==> src/design/lsps_pkg.sv <==
// Package: constants, codes and types of the line sensor position setpoint block.
`default_nettype none

package lsps_pkg;

  localparam int N_SENS              = 8;
  localparam int SIDE_SENS           = 4;
  localparam int DEFAULT_SAMPLE_BITS = 12;
  localparam int SET_W               = 14;
  localparam int POS_W               = 11;
  localparam int POS_MAX             = 896;
  localparam int CNT_W               = 3;
  localparam int QUOT_W              = POS_W - 1;
  localparam int FRAC_SHIFT          = 7;
  localparam int GAIN_SHIFT          = 8;
  localparam int CFG_IDX_W           = 3;
  localparam int CFG_DATA_W          = 16;
  localparam int QUEUE_DEPTH         = 2;

  localparam int ZERO_LEVEL_RST       = 800;
  localparam int BLACK_LEVEL_RST      = 1800;
  localparam int ACTIVE_LEVEL_RST     = 659;
  localparam int BASE_SETPOINT_RST    = 2048;
  localparam int STEER_GAIN_RST       = 1536;
  localparam int SETPOINT_FLOOR_RST   = 3840;
  localparam int SETPOINT_CEILING_RST = 8960;

  typedef enum logic [CFG_IDX_W-1:0] {
    REG_ZERO_LEVEL       = 3'd0,
    REG_BLACK_LEVEL      = 3'd1,
    REG_ACTIVE_LEVEL     = 3'd2,
    REG_BASE_SETPOINT    = 3'd3,
    REG_STEER_GAIN       = 3'd4,
    REG_SETPOINT_FLOOR   = 3'd5,
    REG_SETPOINT_CEILING = 3'd6
  } cfg_reg_e;

  typedef enum logic [1:0] {
    MODE_FULL     = 2'd0,
    MODE_TURN     = 2'd1,
    MODE_STRAIGHT = 2'd2
  } mode_e;

  typedef struct packed {
    mode_e              mode;
    logic [CNT_W-1:0]   left_cnt;
    logic [CNT_W-1:0]   right_cnt;
  } frame_tag_t;

  // Sensor weight in half units: 2i - 7, leftmost sensor most negative.
  function automatic int sensor_weight(input int idx);
    return 2 * idx - (N_SENS - 1);
  endfunction

endpackage

`default_nettype wire

==> src/design/lsps_if.sv <==
// Interfaces: sample request channel, result channel and register write channel.
`default_nettype none

interface lsps_sample_if import lsps_pkg::*; #(
  parameter int SAMPLE_BITS = DEFAULT_SAMPLE_BITS
);
  logic                   valid;
  logic                   ready;
  logic [SAMPLE_BITS-1:0] sample_0;
  logic [SAMPLE_BITS-1:0] sample_1;
  logic [SAMPLE_BITS-1:0] sample_2;
  logic [SAMPLE_BITS-1:0] sample_3;
  logic [SAMPLE_BITS-1:0] sample_4;
  logic [SAMPLE_BITS-1:0] sample_5;
  logic [SAMPLE_BITS-1:0] sample_6;
  logic [SAMPLE_BITS-1:0] sample_7;

  modport source (
    output valid, sample_0, sample_1, sample_2, sample_3,
           sample_4, sample_5, sample_6, sample_7,
    input  ready
  );
  modport sink (
    input  valid, sample_0, sample_1, sample_2, sample_3,
           sample_4, sample_5, sample_6, sample_7,
    output ready
  );
endinterface

interface lsps_result_if import lsps_pkg::*; ();
  logic                    valid;
  logic                    ready;
  logic signed [POS_W-1:0] line_position;
  logic [SET_W-1:0]        left_setpoint;
  logic [SET_W-1:0]        right_setpoint;
  logic [CNT_W-1:0]        left_black_count;
  logic [CNT_W-1:0]        right_black_count;
  logic [1:0]              position_mode;

  modport source (
    output valid, line_position, left_setpoint, right_setpoint,
           left_black_count, right_black_count, position_mode,
    input  ready
  );
  modport sink (
    input  valid, line_position, left_setpoint, right_setpoint,
           left_black_count, right_black_count, position_mode,
    output ready
  );
endinterface

interface lsps_cfg_if import lsps_pkg::*; ();
  logic                  valid;
  logic                  ready;
  logic [CFG_IDX_W-1:0]  index;
  logic [CFG_DATA_W-1:0] data;

  modport source (output valid, index, data, input ready);
  modport sink   (input valid, index, data, output ready);
endinterface

`default_nettype wire

==> src/design/lsps_cfg.sv <==
// Configuration register file: thresholds, base setpoint, gain and clamp limits.
`default_nettype none

module lsps_cfg import lsps_pkg::*; #(
  parameter int SAMPLE_BITS = DEFAULT_SAMPLE_BITS
) (
  input  logic                   clk_i,
  input  logic                   rst_ni,
  lsps_cfg_if.sink               cfg_i,
  output logic [SAMPLE_BITS-1:0] zero_level_o,
  output logic [SAMPLE_BITS-1:0] black_level_o,
  output logic [SAMPLE_BITS-1:0] active_level_o,
  output logic [SET_W-1:0]       base_setpoint_o,
  output logic [SET_W-1:0]       steer_gain_o,
  output logic [SET_W-1:0]       setpoint_floor_o,
  output logic [SET_W-1:0]       setpoint_ceiling_o
);

  logic [SAMPLE_BITS-1:0] zero_q, black_q, active_q;
  logic [SET_W-1:0]       base_q, gain_q, floor_q, ceil_q;

  assign cfg_i.ready = 1'b1;

  always_ff @(posedge clk_i or negedge rst_ni) begin
    if (!rst_ni) begin
      zero_q   <= SAMPLE_BITS'(ZERO_LEVEL_RST);
      black_q  <= SAMPLE_BITS'(BLACK_LEVEL_RST);
      active_q <= SAMPLE_BITS'(ACTIVE_LEVEL_RST);
      base_q   <= SET_W'(BASE_SETPOINT_RST);
      gain_q   <= SET_W'(STEER_GAIN_RST);
      floor_q  <= SET_W'(SETPOINT_FLOOR_RST);
      ceil_q   <= SET_W'(SETPOINT_CEILING_RST);
    end else if (cfg_i.valid) begin
      unique case (cfg_reg_e'(cfg_i.index))
        REG_ZERO_LEVEL:       zero_q   <= cfg_i.data[SAMPLE_BITS-1:0];
        REG_BLACK_LEVEL:      black_q  <= cfg_i.data[SAMPLE_BITS-1:0];
        REG_ACTIVE_LEVEL:     active_q <= cfg_i.data[SAMPLE_BITS-1:0];
        REG_BASE_SETPOINT:    base_q   <= cfg_i.data[SET_W-1:0];
        REG_STEER_GAIN:       gain_q   <= cfg_i.data[SET_W-1:0];
        REG_SETPOINT_FLOOR:   floor_q  <= cfg_i.data[SET_W-1:0];
        REG_SETPOINT_CEILING: ceil_q   <= cfg_i.data[SET_W-1:0];
        default: ;
      endcase
    end
  end

  assign zero_level_o       = zero_q;
  assign black_level_o      = black_q;
  assign active_level_o     = active_q;
  assign base_setpoint_o    = base_q;
  assign steer_gain_o       = gain_q;
  assign setpoint_floor_o   = floor_q;
  assign setpoint_ceiling_o = ceil_q;

endmodule

`default_nettype wire

==> src/design/lsps_front.sv <==
// Front end: takes a sample request, forms strengths and side counts, picks the centroid sums.
`default_nettype none

module lsps_front import lsps_pkg::*; #(
  parameter  int SAMPLE_BITS = DEFAULT_SAMPLE_BITS,
  localparam int NUM_W       = SAMPLE_BITS + 5,
  localparam int DEN_W       = SAMPLE_BITS + 3,
  localparam int ITEM_W      = $bits(frame_tag_t) + NUM_W + DEN_W
) (
  input  logic                   clk_i,
  input  logic                   rst_ni,
  lsps_sample_if.sink            in_i,
  input  logic [SAMPLE_BITS-1:0] zero_level_i,
  input  logic [SAMPLE_BITS-1:0] black_level_i,
  input  logic [SAMPLE_BITS-1:0] active_level_i,
  output logic                   push_o,
  output logic [ITEM_W-1:0]      item_o,
  input  logic                   full_i
);

  logic [SAMPLE_BITS-1:0] samples [N_SENS];
  logic                   fe;

  // Stage A: strengths, active flags, black counts
  logic [SAMPLE_BITS-1:0] str_d [N_SENS];
  logic [SAMPLE_BITS-1:0] str_q [N_SENS];
  logic [N_SENS-1:0]      act_d, act_q;
  logic [CNT_W-1:0]       lb_d, rb_d, lb_q, rb_q;
  logic                   a_vld_q;

  // Stage B: weighted sums and side classification
  logic signed [NUM_W-1:0] num_full_d, num_act_d, num_full_q, num_act_q;
  logic [DEN_W-1:0]        den_full_d, den_act_d, den_full_q, den_act_q;
  logic                    turn_d, straight_d, turn_q, straight_q;
  logic [CNT_W-1:0]        lb_b_q, rb_b_q;
  logic                    b_vld_q;

  logic signed [NUM_W-1:0] sel_num;
  logic [DEN_W-1:0]        sel_den;
  frame_tag_t              sel_tag;

  assign samples[0] = in_i.sample_0;
  assign samples[1] = in_i.sample_1;
  assign samples[2] = in_i.sample_2;
  assign samples[3] = in_i.sample_3;
  assign samples[4] = in_i.sample_4;
  assign samples[5] = in_i.sample_5;
  assign samples[6] = in_i.sample_6;
  assign samples[7] = in_i.sample_7;

  // The whole front advances unless a finished frame waits on a full queue.
  assign fe         = !b_vld_q || !full_i;
  assign in_i.ready = fe;
  assign push_o     = b_vld_q && !full_i;

  always_comb begin
    lb_d = '0;
    rb_d = '0;
    for (int i = 0; i < N_SENS; i++) begin
      str_d[i] = (samples[i] > zero_level_i) ? samples[i] - zero_level_i : '0;
      act_d[i] = str_d[i] > active_level_i;
      if (i < SIDE_SENS) begin
        lb_d = lb_d + CNT_W'(samples[i] > black_level_i);
      end else begin
        rb_d = rb_d + CNT_W'(samples[i] > black_level_i);
      end
    end
  end

  always_comb begin
    num_full_d = '0;
    num_act_d  = '0;
    den_full_d = '0;
    den_act_d  = '0;
    for (int i = 0; i < N_SENS; i++) begin
      num_full_d = num_full_d
                 + $signed(NUM_W'(sensor_weight(i))) * $signed(NUM_W'(str_q[i]));
      den_full_d = den_full_d + DEN_W'(str_q[i]);
      if (act_q[i]) begin
        num_act_d = num_act_d
                  + $signed(NUM_W'(sensor_weight(i))) * $signed(NUM_W'(str_q[i]));
        den_act_d = den_act_d + DEN_W'(str_q[i]);
      end
    end
    turn_d     = (lb_q == CNT_W'(1) && rb_q == '0) || (rb_q == CNT_W'(1) && lb_q == '0);
    straight_d = (lb_q == CNT_W'(1) && rb_q >= CNT_W'(2))
              || (rb_q == CNT_W'(1) && lb_q >= CNT_W'(2));
  end

  always_ff @(posedge clk_i or negedge rst_ni) begin
    if (!rst_ni) begin
      a_vld_q <= 1'b0;
      b_vld_q <= 1'b0;
    end else if (fe) begin
      a_vld_q <= in_i.valid;
      b_vld_q <= a_vld_q;
    end
  end

  always_ff @(posedge clk_i) begin
    if (fe) begin
      str_q      <= str_d;
      act_q      <= act_d;
      lb_q       <= lb_d;
      rb_q       <= rb_d;
      num_full_q <= num_full_d;
      num_act_q  <= num_act_d;
      den_full_q <= den_full_d;
      den_act_q  <= den_act_d;
      turn_q     <= turn_d;
      straight_q <= straight_d;
      lb_b_q     <= lb_q;
      rb_b_q     <= rb_q;
    end
  end

  // Forced straight goes down as 0/0, which the divider turns into position 0.
  always_comb begin
    sel_tag.left_cnt  = lb_b_q;
    sel_tag.right_cnt = rb_b_q;
    if (straight_q) begin
      sel_num      = '0;
      sel_den      = '0;
      sel_tag.mode = MODE_STRAIGHT;
    end else if (turn_q && den_act_q != '0) begin
      sel_num      = num_act_q;
      sel_den      = den_act_q;
      sel_tag.mode = MODE_TURN;
    end else begin
      sel_num      = num_full_q;
      sel_den      = den_full_q;
      sel_tag.mode = MODE_FULL;
    end
  end

  assign item_o = {sel_tag, sel_num, sel_den};

endmodule

`default_nettype wire

==> src/design/lsps_queue.sv <==
// Short queue between the front end and the back end.
`default_nettype none

module lsps_queue import lsps_pkg::*; #(
  parameter int WIDTH = 1,
  parameter int DEPTH = QUEUE_DEPTH
) (
  input  logic             clk_i,
  input  logic             rst_ni,
  input  logic             push_i,
  input  logic [WIDTH-1:0] data_i,
  output logic             full_o,
  input  logic             pop_i,
  output logic             avail_o,
  output logic [WIDTH-1:0] data_o
);

  localparam int AW = (DEPTH > 1) ? $clog2(DEPTH) : 1;
  localparam int CW = $clog2(DEPTH + 1);

  logic [WIDTH-1:0] mem_q [DEPTH];
  logic [AW-1:0]    wr_q, rd_q;
  logic [CW-1:0]    cnt_q;

  assign full_o  = cnt_q == CW'(DEPTH);
  assign avail_o = cnt_q != '0;
  assign data_o  = mem_q[rd_q];

  always_ff @(posedge clk_i) begin
    if (push_i) begin
      mem_q[wr_q] <= data_i;
    end
  end

  always_ff @(posedge clk_i or negedge rst_ni) begin
    if (!rst_ni) begin
      wr_q  <= '0;
      rd_q  <= '0;
      cnt_q <= '0;
    end else begin
      if (push_i) begin
        wr_q <= (wr_q == AW'(DEPTH - 1)) ? '0 : wr_q + AW'(1);
      end
      if (pop_i) begin
        rd_q <= (rd_q == AW'(DEPTH - 1)) ? '0 : rd_q + AW'(1);
      end
      case ({push_i, pop_i})
        2'b10:   cnt_q <= cnt_q + CW'(1);
        2'b01:   cnt_q <= cnt_q - CW'(1);
        default: cnt_q <= cnt_q;
      endcase
    end
  end

endmodule

`default_nettype wire

==> src/design/lsps_back.sv <==
// Back end: pipelined centroid divider, steering multiply, setpoint clamp, result register.
`default_nettype none

module lsps_back import lsps_pkg::*; #(
  parameter  int SAMPLE_BITS = DEFAULT_SAMPLE_BITS,
  localparam int NUM_W       = SAMPLE_BITS + 5,
  localparam int DEN_W       = SAMPLE_BITS + 3,
  localparam int ITEM_W      = $bits(frame_tag_t) + NUM_W + DEN_W
) (
  input  logic              clk_i,
  input  logic              rst_ni,
  input  logic              avail_i,
  input  logic [ITEM_W-1:0] item_i,
  output logic              pop_o,
  input  logic [SET_W-1:0]  base_setpoint_i,
  input  logic [SET_W-1:0]  steer_gain_i,
  input  logic [SET_W-1:0]  setpoint_floor_i,
  input  logic [SET_W-1:0]  setpoint_ceiling_i,
  lsps_result_if.source     out_o
);

  localparam int DIV_W  = NUM_W + FRAC_SHIFT - 1;
  localparam int CMP_W  = DEN_W + QUOT_W - 1;
  localparam int PROD_W = SET_W + 1 + POS_W;
  localparam int SUM_W  = SET_W + 4;

  logic be;

  // Queue head
  frame_tag_t              head_tag;
  logic signed [NUM_W-1:0] head_num;
  logic [DEN_W-1:0]        head_den;
  logic [NUM_W-1:0]        head_mag;

  // Divider stages, one quotient bit each
  logic [DIV_W-1:0]  rem_in [QUOT_W];
  logic [DEN_W-1:0]  den_in [QUOT_W];
  logic [QUOT_W-1:0] quo_in [QUOT_W];
  logic              neg_in [QUOT_W];
  logic              zero_in [QUOT_W];
  frame_tag_t        tag_in [QUOT_W];
  logic [DIV_W-1:0]  rem_q [QUOT_W];
  logic [DEN_W-1:0]  den_q [QUOT_W];
  logic [QUOT_W-1:0] quo_q [QUOT_W];
  logic              neg_q [QUOT_W];
  logic              zero_q [QUOT_W];
  frame_tag_t        tag_q [QUOT_W];
  logic [QUOT_W-1:0] div_vld_q;

  // Position, product and result stages
  logic signed [POS_W-1:0]  pos_mag, pos_d, pos_q, mpos_q;
  frame_tag_t               ptag_q, mtag_q;
  logic                     pos_vld_q, mul_vld_q, out_vld_q;
  logic signed [PROD_W-1:0] prod_d, prod_q, prod_bias, prod_shr;
  logic signed [SUM_W-1:0]  offset, base_s, floor_s, ceil_s, left_v, right_v;

  logic signed [POS_W-1:0]  opos_q;
  logic [SET_W-1:0]         oleft_q, oright_q;
  frame_tag_t               otag_q;

  function automatic logic [SET_W-1:0] clamp_set(
    input logic signed [SUM_W-1:0] v,
    input logic signed [SUM_W-1:0] lo,
    input logic signed [SUM_W-1:0] hi
  );
    logic [SET_W-1:0] r;
    if (v < lo) begin
      r = SET_W'(lo);
    end else if (v > hi) begin
      r = SET_W'(hi);
    end else begin
      r = SET_W'(v);
    end
    return r;
  endfunction

  // The whole back end holds while a result waits to be taken.
  assign be    = !out_vld_q || out_o.ready;
  assign pop_o = be && avail_i;

  assign {head_tag, head_num, head_den} = item_i;
  assign head_mag = head_num[NUM_W-1] ? NUM_W'(-head_num) : NUM_W'(head_num);

  always_comb begin
    rem_in[0]  = DIV_W'(head_mag) << FRAC_SHIFT;
    den_in[0]  = head_den;
    quo_in[0]  = '0;
    neg_in[0]  = head_num[NUM_W-1];
    zero_in[0] = head_den == '0;
    tag_in[0]  = head_tag;
    for (int j = 1; j < QUOT_W; j++) begin
      rem_in[j]  = rem_q[j-1];
      den_in[j]  = den_q[j-1];
      quo_in[j]  = quo_q[j-1];
      neg_in[j]  = neg_q[j-1];
      zero_in[j] = zero_q[j-1];
      tag_in[j]  = tag_q[j-1];
    end
  end

  for (genvar j = 0; j < QUOT_W; j++) begin : g_div
    localparam int K = QUOT_W - 1 - j;
    logic [CMP_W-1:0] trial;
    logic             ge;

    assign trial = CMP_W'(den_in[j]) << K;
    assign ge    = CMP_W'(rem_in[j]) >= trial;

    always_ff @(posedge clk_i) begin
      if (be) begin
        rem_q[j]  <= ge ? DIV_W'(CMP_W'(rem_in[j]) - trial) : rem_in[j];
        quo_q[j]  <= quo_in[j] | ({{(QUOT_W-1){1'b0}}, ge} << K);
        den_q[j]  <= den_in[j];
        neg_q[j]  <= neg_in[j];
        zero_q[j] <= zero_in[j];
        tag_q[j]  <= tag_in[j];
      end
    end
  end

  // Apply the sign after the magnitude divide: truncates toward zero.
  always_comb begin
    pos_mag = $signed(POS_W'(quo_q[QUOT_W-1]));
    if (zero_q[QUOT_W-1]) begin
      pos_d = '0;
    end else if (neg_q[QUOT_W-1]) begin
      pos_d = -pos_mag;
    end else begin
      pos_d = pos_mag;
    end
  end

  assign prod_d = $signed({1'b0, steer_gain_i}) * pos_q;

  // Round the scaled product toward zero before the add.
  assign prod_bias = prod_q[PROD_W-1] ? PROD_W'((1 << GAIN_SHIFT) - 1) : '0;
  assign prod_shr  = (prod_q + prod_bias) >>> GAIN_SHIFT;
  assign offset    = SUM_W'(prod_shr);
  assign base_s    = $signed(SUM_W'(base_setpoint_i));
  assign floor_s   = $signed(SUM_W'(setpoint_floor_i));
  assign ceil_s    = $signed(SUM_W'(setpoint_ceiling_i));
  assign left_v    = base_s + offset;
  assign right_v   = base_s - offset;

  always_ff @(posedge clk_i or negedge rst_ni) begin
    if (!rst_ni) begin
      div_vld_q <= '0;
      pos_vld_q <= 1'b0;
      mul_vld_q <= 1'b0;
      out_vld_q <= 1'b0;
    end else if (be) begin
      div_vld_q <= {div_vld_q[QUOT_W-2:0], avail_i};
      pos_vld_q <= div_vld_q[QUOT_W-1];
      mul_vld_q <= pos_vld_q;
      out_vld_q <= mul_vld_q;
    end
  end

  always_ff @(posedge clk_i) begin
    if (be) begin
      pos_q    <= pos_d;
      ptag_q   <= tag_q[QUOT_W-1];
      prod_q   <= prod_d;
      mpos_q   <= pos_q;
      mtag_q   <= ptag_q;
      opos_q   <= mpos_q;
      oleft_q  <= clamp_set(left_v, floor_s, ceil_s);
      oright_q <= clamp_set(right_v, floor_s, ceil_s);
      otag_q   <= mtag_q;
    end
  end

  assign out_o.valid             = out_vld_q;
  assign out_o.line_position     = opos_q;
  assign out_o.left_setpoint     = oleft_q;
  assign out_o.right_setpoint    = oright_q;
  assign out_o.left_black_count  = otag_q.left_cnt;
  assign out_o.right_black_count = otag_q.right_cnt;
  assign out_o.position_mode     = otag_q.mode;

endmodule

`default_nettype wire

==> src/design/line_sensor_position_setpoint_core.sv <==
// Line sensor position and wheel setpoint core: top level.
//
// Takes one request of eight line-sensor samples per cycle while the input is ready, and
// returns, per request, the signed Q7 line position (strength-weighted centroid, or the
// active-sensor centroid when one side sees a single black sensor and the other none, or
// zero when one side sees one and the other two or more), the black counts per side, the
// position mode, and left and right wheel setpoints clamped to the floor and ceiling.
// Throughput is one request per cycle while nothing stalls; a result stays on the output
// until it is taken at an edge when the output is ready. Each request passes through two
// front-end stages, a two-entry queue, the ten-stage restoring divider that produces one
// quotient bit per stage, and the position, multiply and result stages. The front end and
// the back end stall separately, so the input keeps flowing while a result waits at the
// output, until the queue and both front-end stages are full.
// Configuration registers are written through the cfg channel, which is always ready;
// write them only while no request is in flight.
`default_nettype none

module line_sensor_position_setpoint_core import lsps_pkg::*; #(
  parameter int SAMPLE_BITS = DEFAULT_SAMPLE_BITS
) (
  input  logic          clk_i,
  input  logic          rst_ni,
  lsps_sample_if.sink   in_i,
  lsps_result_if.source out_o,
  lsps_cfg_if.sink      cfg_i
);

  localparam int NUM_W  = SAMPLE_BITS + 5;
  localparam int DEN_W  = SAMPLE_BITS + 3;
  localparam int ITEM_W = $bits(frame_tag_t) + NUM_W + DEN_W;

  logic [SAMPLE_BITS-1:0] zero_level, black_level, active_level;
  logic [SET_W-1:0]       base_setpoint, steer_gain, setpoint_floor, setpoint_ceiling;

  logic              q_push, q_full, q_pop, q_avail;
  logic [ITEM_W-1:0] q_wdata, q_rdata;

  lsps_cfg #(
    .SAMPLE_BITS (SAMPLE_BITS)
  ) u_cfg (
    .clk_i              (clk_i),
    .rst_ni             (rst_ni),
    .cfg_i              (cfg_i),
    .zero_level_o       (zero_level),
    .black_level_o      (black_level),
    .active_level_o     (active_level),
    .base_setpoint_o    (base_setpoint),
    .steer_gain_o       (steer_gain),
    .setpoint_floor_o   (setpoint_floor),
    .setpoint_ceiling_o (setpoint_ceiling)
  );

  lsps_front #(
    .SAMPLE_BITS (SAMPLE_BITS)
  ) u_front (
    .clk_i          (clk_i),
    .rst_ni         (rst_ni),
    .in_i           (in_i),
    .zero_level_i   (zero_level),
    .black_level_i  (black_level),
    .active_level_i (active_level),
    .push_o         (q_push),
    .item_o         (q_wdata),
    .full_i         (q_full)
  );

  lsps_queue #(
    .WIDTH (ITEM_W),
    .DEPTH (QUEUE_DEPTH)
  ) u_queue (
    .clk_i   (clk_i),
    .rst_ni  (rst_ni),
    .push_i  (q_push),
    .data_i  (q_wdata),
    .full_o  (q_full),
    .pop_i   (q_pop),
    .avail_o (q_avail),
    .data_o  (q_rdata)
  );

  lsps_back #(
    .SAMPLE_BITS (SAMPLE_BITS)
  ) u_back (
    .clk_i              (clk_i),
    .rst_ni             (rst_ni),
    .avail_i            (q_avail),
    .item_i             (q_rdata),
    .pop_o              (q_pop),
    .base_setpoint_i    (base_setpoint),
    .steer_gain_i       (steer_gain),
    .setpoint_floor_i   (setpoint_floor),
    .setpoint_ceiling_i (setpoint_ceiling),
    .out_o              (out_o)
  );

endmodule

`default_nettype wire

==> src/flat_wrapper.sv <==
// flat-port wrapper written by rule: the top's interface ports become plain ports
module line_sensor_position_setpoint_core_flat import lsps_pkg::*;
#(
  parameter int SAMPLE_BITS = DEFAULT_SAMPLE_BITS
)
  (clk_i, rst_ni, in_i_valid, in_i_sample_0, in_i_sample_1, in_i_sample_2, in_i_sample_3, in_i_sample_4, in_i_sample_5, in_i_sample_6, in_i_sample_7, in_i_ready, out_o_valid, out_o_line_position, out_o_left_setpoint, out_o_right_setpoint, out_o_left_black_count, out_o_right_black_count, out_o_position_mode, out_o_ready, cfg_i_valid, cfg_i_index, cfg_i_data, cfg_i_ready);
  lsps_sample_if #(.SAMPLE_BITS(SAMPLE_BITS)) in_i_i ();
  lsps_result_if out_o_i ();
  lsps_cfg_if cfg_i_i ();
  input  logic clk_i;
  input  logic rst_ni;
  input wire logic [$bits(in_i_i.valid)-1:0] in_i_valid;
  input wire logic [$bits(in_i_i.sample_0)-1:0] in_i_sample_0;
  input wire logic [$bits(in_i_i.sample_1)-1:0] in_i_sample_1;
  input wire logic [$bits(in_i_i.sample_2)-1:0] in_i_sample_2;
  input wire logic [$bits(in_i_i.sample_3)-1:0] in_i_sample_3;
  input wire logic [$bits(in_i_i.sample_4)-1:0] in_i_sample_4;
  input wire logic [$bits(in_i_i.sample_5)-1:0] in_i_sample_5;
  input wire logic [$bits(in_i_i.sample_6)-1:0] in_i_sample_6;
  input wire logic [$bits(in_i_i.sample_7)-1:0] in_i_sample_7;
  output wire logic [$bits(in_i_i.ready)-1:0] in_i_ready;
  output wire logic [$bits(out_o_i.valid)-1:0] out_o_valid;
  output wire logic [$bits(out_o_i.line_position)-1:0] out_o_line_position;
  output wire logic [$bits(out_o_i.left_setpoint)-1:0] out_o_left_setpoint;
  output wire logic [$bits(out_o_i.right_setpoint)-1:0] out_o_right_setpoint;
  output wire logic [$bits(out_o_i.left_black_count)-1:0] out_o_left_black_count;
  output wire logic [$bits(out_o_i.right_black_count)-1:0] out_o_right_black_count;
  output wire logic [$bits(out_o_i.position_mode)-1:0] out_o_position_mode;
  input wire logic [$bits(out_o_i.ready)-1:0] out_o_ready;
  input wire logic [$bits(cfg_i_i.valid)-1:0] cfg_i_valid;
  input wire logic [$bits(cfg_i_i.index)-1:0] cfg_i_index;
  input wire logic [$bits(cfg_i_i.data)-1:0] cfg_i_data;
  output wire logic [$bits(cfg_i_i.ready)-1:0] cfg_i_ready;
  assign in_i_i.valid = in_i_valid;
  assign in_i_i.sample_0 = in_i_sample_0;
  assign in_i_i.sample_1 = in_i_sample_1;
  assign in_i_i.sample_2 = in_i_sample_2;
  assign in_i_i.sample_3 = in_i_sample_3;
  assign in_i_i.sample_4 = in_i_sample_4;
  assign in_i_i.sample_5 = in_i_sample_5;
  assign in_i_i.sample_6 = in_i_sample_6;
  assign in_i_i.sample_7 = in_i_sample_7;
  assign in_i_ready = in_i_i.ready;
  assign out_o_valid = out_o_i.valid;
  assign out_o_line_position = out_o_i.line_position;
  assign out_o_left_setpoint = out_o_i.left_setpoint;
  assign out_o_right_setpoint = out_o_i.right_setpoint;
  assign out_o_left_black_count = out_o_i.left_black_count;
  assign out_o_right_black_count = out_o_i.right_black_count;
  assign out_o_position_mode = out_o_i.position_mode;
  assign out_o_i.ready = out_o_ready;
  assign cfg_i_i.valid = cfg_i_valid;
  assign cfg_i_i.index = cfg_i_index;
  assign cfg_i_i.data = cfg_i_data;
  assign cfg_i_ready = cfg_i_i.ready;
  line_sensor_position_setpoint_core #(.SAMPLE_BITS(SAMPLE_BITS)) u_core (.clk_i(clk_i), .rst_ni(rst_ni), .in_i(in_i_i), .out_o(out_o_i), .cfg_i(cfg_i_i));
endmodule
==> config.mk <==
export PLATFORM = sky130hd
export DESIGN_NAME = line_sensor_position_setpoint_core_flat
export DESIGN_NICKNAME = d
export VERILOG_FILES = /design/src/design/lsps_pkg.sv /design/src/design/lsps_if.sv /design/src/design/lsps_cfg.sv /design/src/design/lsps_front.sv /design/src/design/lsps_queue.sv /design/src/design/lsps_back.sv /design/src/design/line_sensor_position_setpoint_core.sv /design/src/flat_wrapper.sv
export SDC_FILE = /design/constraint.sdc
export NUM_CORES = 2
export LEC_CHECK = 0
export ABC_AREA = 1
export BUFFER_PORTS_ARGS = -buffer_cell sky130_fd_sc_hd__clkbuf_2
export CAP_MARGIN = 20
export CORE_MARGIN = 8
export CORE_UTILIZATION = 65
export DETAILED_ROUTE_END_ITERATION = 8
export GPL_ROUTABILITY_DRIVEN = 0
export GPL_TIMING_DRIVEN = 0
export PLACE_DENSITY = 0.83
export SKIP_CTS_REPAIR_TIMING = 1
export SLEW_MARGIN = 20
export SYNTH_ARGS = -nofsm -noshare
export SYNTH_HDL_FRONTEND = slang
export SYNTH_HIERARCHICAL = 1
export SYNTH_SLANG_ARGS = --single-unit
==> constraint.sdc <==
create_clock -name clk_i -period 19.4 [get_ports clk_i]
set_clock_uncertainty 0.15 [all_clocks]
set_input_delay 0.97 -clock clk_i [delete_from_list [all_inputs] [get_ports clk_i]]
set_output_delay 0.97 -clock clk_i [all_outputs]
set_load 0.02 [all_outputs]
==> summary.txt <==
Logic synthesis
  – Post-Syn Instances: 9194
  – Count leader, synth: nand2_1
  – Synth top area cells: edfxtp_1 (31%), ha_1 (15%), nand2_1 (9.1%), fa_1 (8.3%), inv_1 (7.3%)
  – Yosys top cell area share: 0.3129
  – Synth async-reset ratio: 0.1183
  – Ys flop type: edfxtp_1
  – Syn_nets: 10615
  – Syn avg cell area: 8.633 um^2
  – Syn. warnings: 6
  – #FFs+latches synth: 938
  – Most frequent cells after synthesis: nand2_1 (1933), inv_1 (1549), ha_1 (973), edfxtp_1 (827), a21oi_1 (646)
  – Number of synthesized flops with an enable pin: 827
  – Post-synth top area cell: edfxtp_1
  – Synth cell types: 79
  – Mapped cell area: 79370 um^2
  – Register area share after synthesis: 0.3482

STA
  – Final setup fails: 0
  – Crit path time final: 11.86 ns
  – Final hold vios: 0
  – Slew HR: 0.2876
  – RSZ-0062 raised after global routing: false
  – Setup TNS Final: 0 ns
  – Fin crit share: 0.6114
  – Final-report max-slew violation count: 0
  – Max Clock Freq: 0.08431 GHz
  – Measured slew at the worst slew-check pin: 1.060 ns
  – Setup slack after layout: 7.539 ns

CTS
  – Clk Latency, worst-skew pair: 0.75 ns
  – Clock Tree Buf Depth: 3
  – H-tree levels: 3
  – Clock slew at the register clock pins of the worst setup and hold paths: 0.06 ns
  – CTS buffer count: 96
  – CTS tree: done
  – Root buf cell: clkbuf_16
  – Clock sink total: 938

Global routing
  – Vias in the first global route: 65648
  – GRT Total Usage: 0.3106
  – Initial antenna violation count: 0
  – Gr ovfl total: 0
  – First-pass GRT wire length: 330900 um
  – Largest net degree at the start of global routing: 82

Floorplan
  – Die span in x: 365.4 um
  – Row Count: 128
  – Die area: 133600 um^2
  – # IOs: 170
  – Chip Height: 365.4 um
  – Core area: 121600 um^2
  – Initial Utilization: 0.6530

Worst hold path
  – Hold EP: u_core/u_back/neg_q[1]
  – Tightest Hold Check Type: flop to flop
  – Min-delay src: u_core/u_back/neg_q[0]
  – Worst hold path depth: 0

Run status
  – Status: finished, violations left
  – Failing checks: design-rule violations

Finish
  – Layout cell share with drive strength beyond 1: 0.07103
  – P&R area growth vs syn: 8.255%
  – Nets: 10903
  – Design Area, Final: 85920 um^2
  – Fill count: 8754

Drt
  – WL/cell: 18.86 um
  – Vias/cell: 5.912
  – Detailed Route Iter0 Violations: 6567
  – DRC Markers: 3
  – DRT Pass-1 Iters: 9
  – DRT Wirelength: 210900 um
  – Vias: 66128
  – Detail Route Antenna Nets: 0

Setup path
  – WS Path Type: flop to flop
  – Crit end category: flop
  – Worst EP required: 19.71 ns
  – Crit-path max FO: 6
  – CP max stage cell: edfxtp_1
  – R2R Setup Slk: 7.54 ns
  – CP Launch Type: flop
  – Largest stage delay, worst path: 0.55 ns
  – Critical path data arrival time: 12.17 ns
  – Most used cell, CP: nand2_1
  – Reg2reg end: u_core/u_front/num_act_q[16]
  – Worst reg2reg path depth: 62
  – Worst R2R Start: u_core/u_front/str_q[73]

Placement
  – Placement Cell Area: 82770 um^2
  – Final HPWL DP: 169400 um
  – Number of port buffers: 166
  – Post-Place Setup Slack: 7.888 ns

Run
  – Max-cap viol count: 0
## state kept, by name, summed over array words and instances, names as in the netlist, 12 cells and up
signal,count
u_core/u_back/den_q,135
u_core/u_back/out_o.left_setpoint,14
u_core/u_back/out_o.right_setpoint,14
u_core/u_back/prod_q,26
u_core/u_back/quo_q,55
u_core/u_back/rem_q,165
u_core/u_back/tag_q,80
u_core/u_cfg/active_level_o,12
u_core/u_cfg/base_setpoint_o,14
u_core/u_cfg/black_level_o,12
u_core/u_cfg/setpoint_ceiling_o,14
u_core/u_cfg/setpoint_floor_o,14
u_core/u_cfg/steer_gain_o,14
u_core/u_cfg/zero_level_o,12
u_core/u_front/den_act_q,14
u_core/u_front/den_full_q,15
u_core/u_front/num_act_q,17
u_core/u_front/num_full_q,17
u_core/u_front/str_q,96
u_core/u_queue/mem_q,80
## worst max-delay path: cells and delay by family (launching register included)
kind	cells	cell delay, ns
buf+inv	7	0.38
simple gates	30	3.88
flops	1	0.55
fa+ha+maj	11	4.02
xor+xnor	4	0.67
compound gates	10	1.94
## layer usage
| metal | part of all wire | vias to the layer above | global-route usage |
|---|---|---|---|
| met3 | 0.092 | 803 | 0.05983 |
| met5 | 0 | - | 0 |
| li1 | - | 31044 | - |
| met1 | 0.37 | 30938 | 0.3743 |
| met2 | 0.46 | 3343 | 0.5199 |
| met4 | 0.069 | 0 | 0.1820 |
## cell families after synthesis
logic type | synth area share
xor gates and xnor gates | 0.04614
other | 0.00004725
adders and majority gates | 0.2361
buffers and inverters | 0.08475
DFF | 0.3482
AOI/OAI and AO/OA | 0.1042
and+or+nand+nor | 0.1805
## placed cells by master, fill, tap and decap left out, types with 36 or more instances in the layout
cell       count
clkbuf_16     96
clkbuf_2     165
ha_1         973
nand4_1       86
a31oi_1       50
o21ai_2       77
o21ai_0      388
nor2_1       583
buf_2         50
xor2_1       269
nand2_2       39
fa_1         328
a21oi_1      646
xnor2_1      146
or2_2         36
nand3_1      380
o21bai_1      58
clkbuf_1      90
nor3_1       133
dfrtp_1       89
nand2_1     1932
inv_1       1548
o21ai_1       83
edfxtp_1     827
## how the worst max path moves through the flow
stage	start	endpoint	slack [ns]	cells past startpoint
6_report	u_core/u_front/str_q[73]	u_core/u_front/num_act_q[16]	7.54	62
3_3_place_gp	out_o_ready	u_core/u_back/out_o.left_setpoint[5]	-3.18	4
5_1_grt	u_core/u_front/str_q[73]	u_core/u_front/num_act_q[16]	6.66	60
4_1_cts	u_core/u_front/str_q[73]	u_core/u_front/num_act_q[16]	7.85	62
2_1_floorplan	out_o_ready	u_core/u_back/den_q[0][0]	1.60	3
3_5_place_dp	u_core/u_front/str_q[73]	u_core/u_front/num_act_q[16]	7.89	60
## metrics by stage
| step | std cells | hold WS (ns) | util |
|---|---|---|---|
| after floorplan | 9194 | 0.2503 | - |
| after global placement | 10985 | 0.2508 | 0.6765 |
| after detailed placement | 11008 | 0.2545 | 0.6809 |
| after CTS | 11184 | -0.06726 | 0.7068 |
| after global routing | 11185 | 0.2289 | 0.7069 |
| final | 11186 | 0.2324 | 0.7069 |
## cell type report
cell class | count | area [um^2] | area share
multi-input combinational | 6530 | 45020 | 0.5240
sequential | 938 | 27640 | 0.3217
clock inverter | 60 | 668.1 | 0.007776
inverter | 1570 | 5896 | 0.06861
tap | 1625 | 2033 | 0.02366
buffer | 156 | 832.0 | 0.009683
timing repair buffer | 190 | 1355 | 0.01577
clock buffer | 116 | 2477 | 0.02883
antenna | 1 | 2.502 | 0.00002912
Power is not shown: default switching activity piles up to over one toggle a cycle in this logic, so the estimate is an artifact.
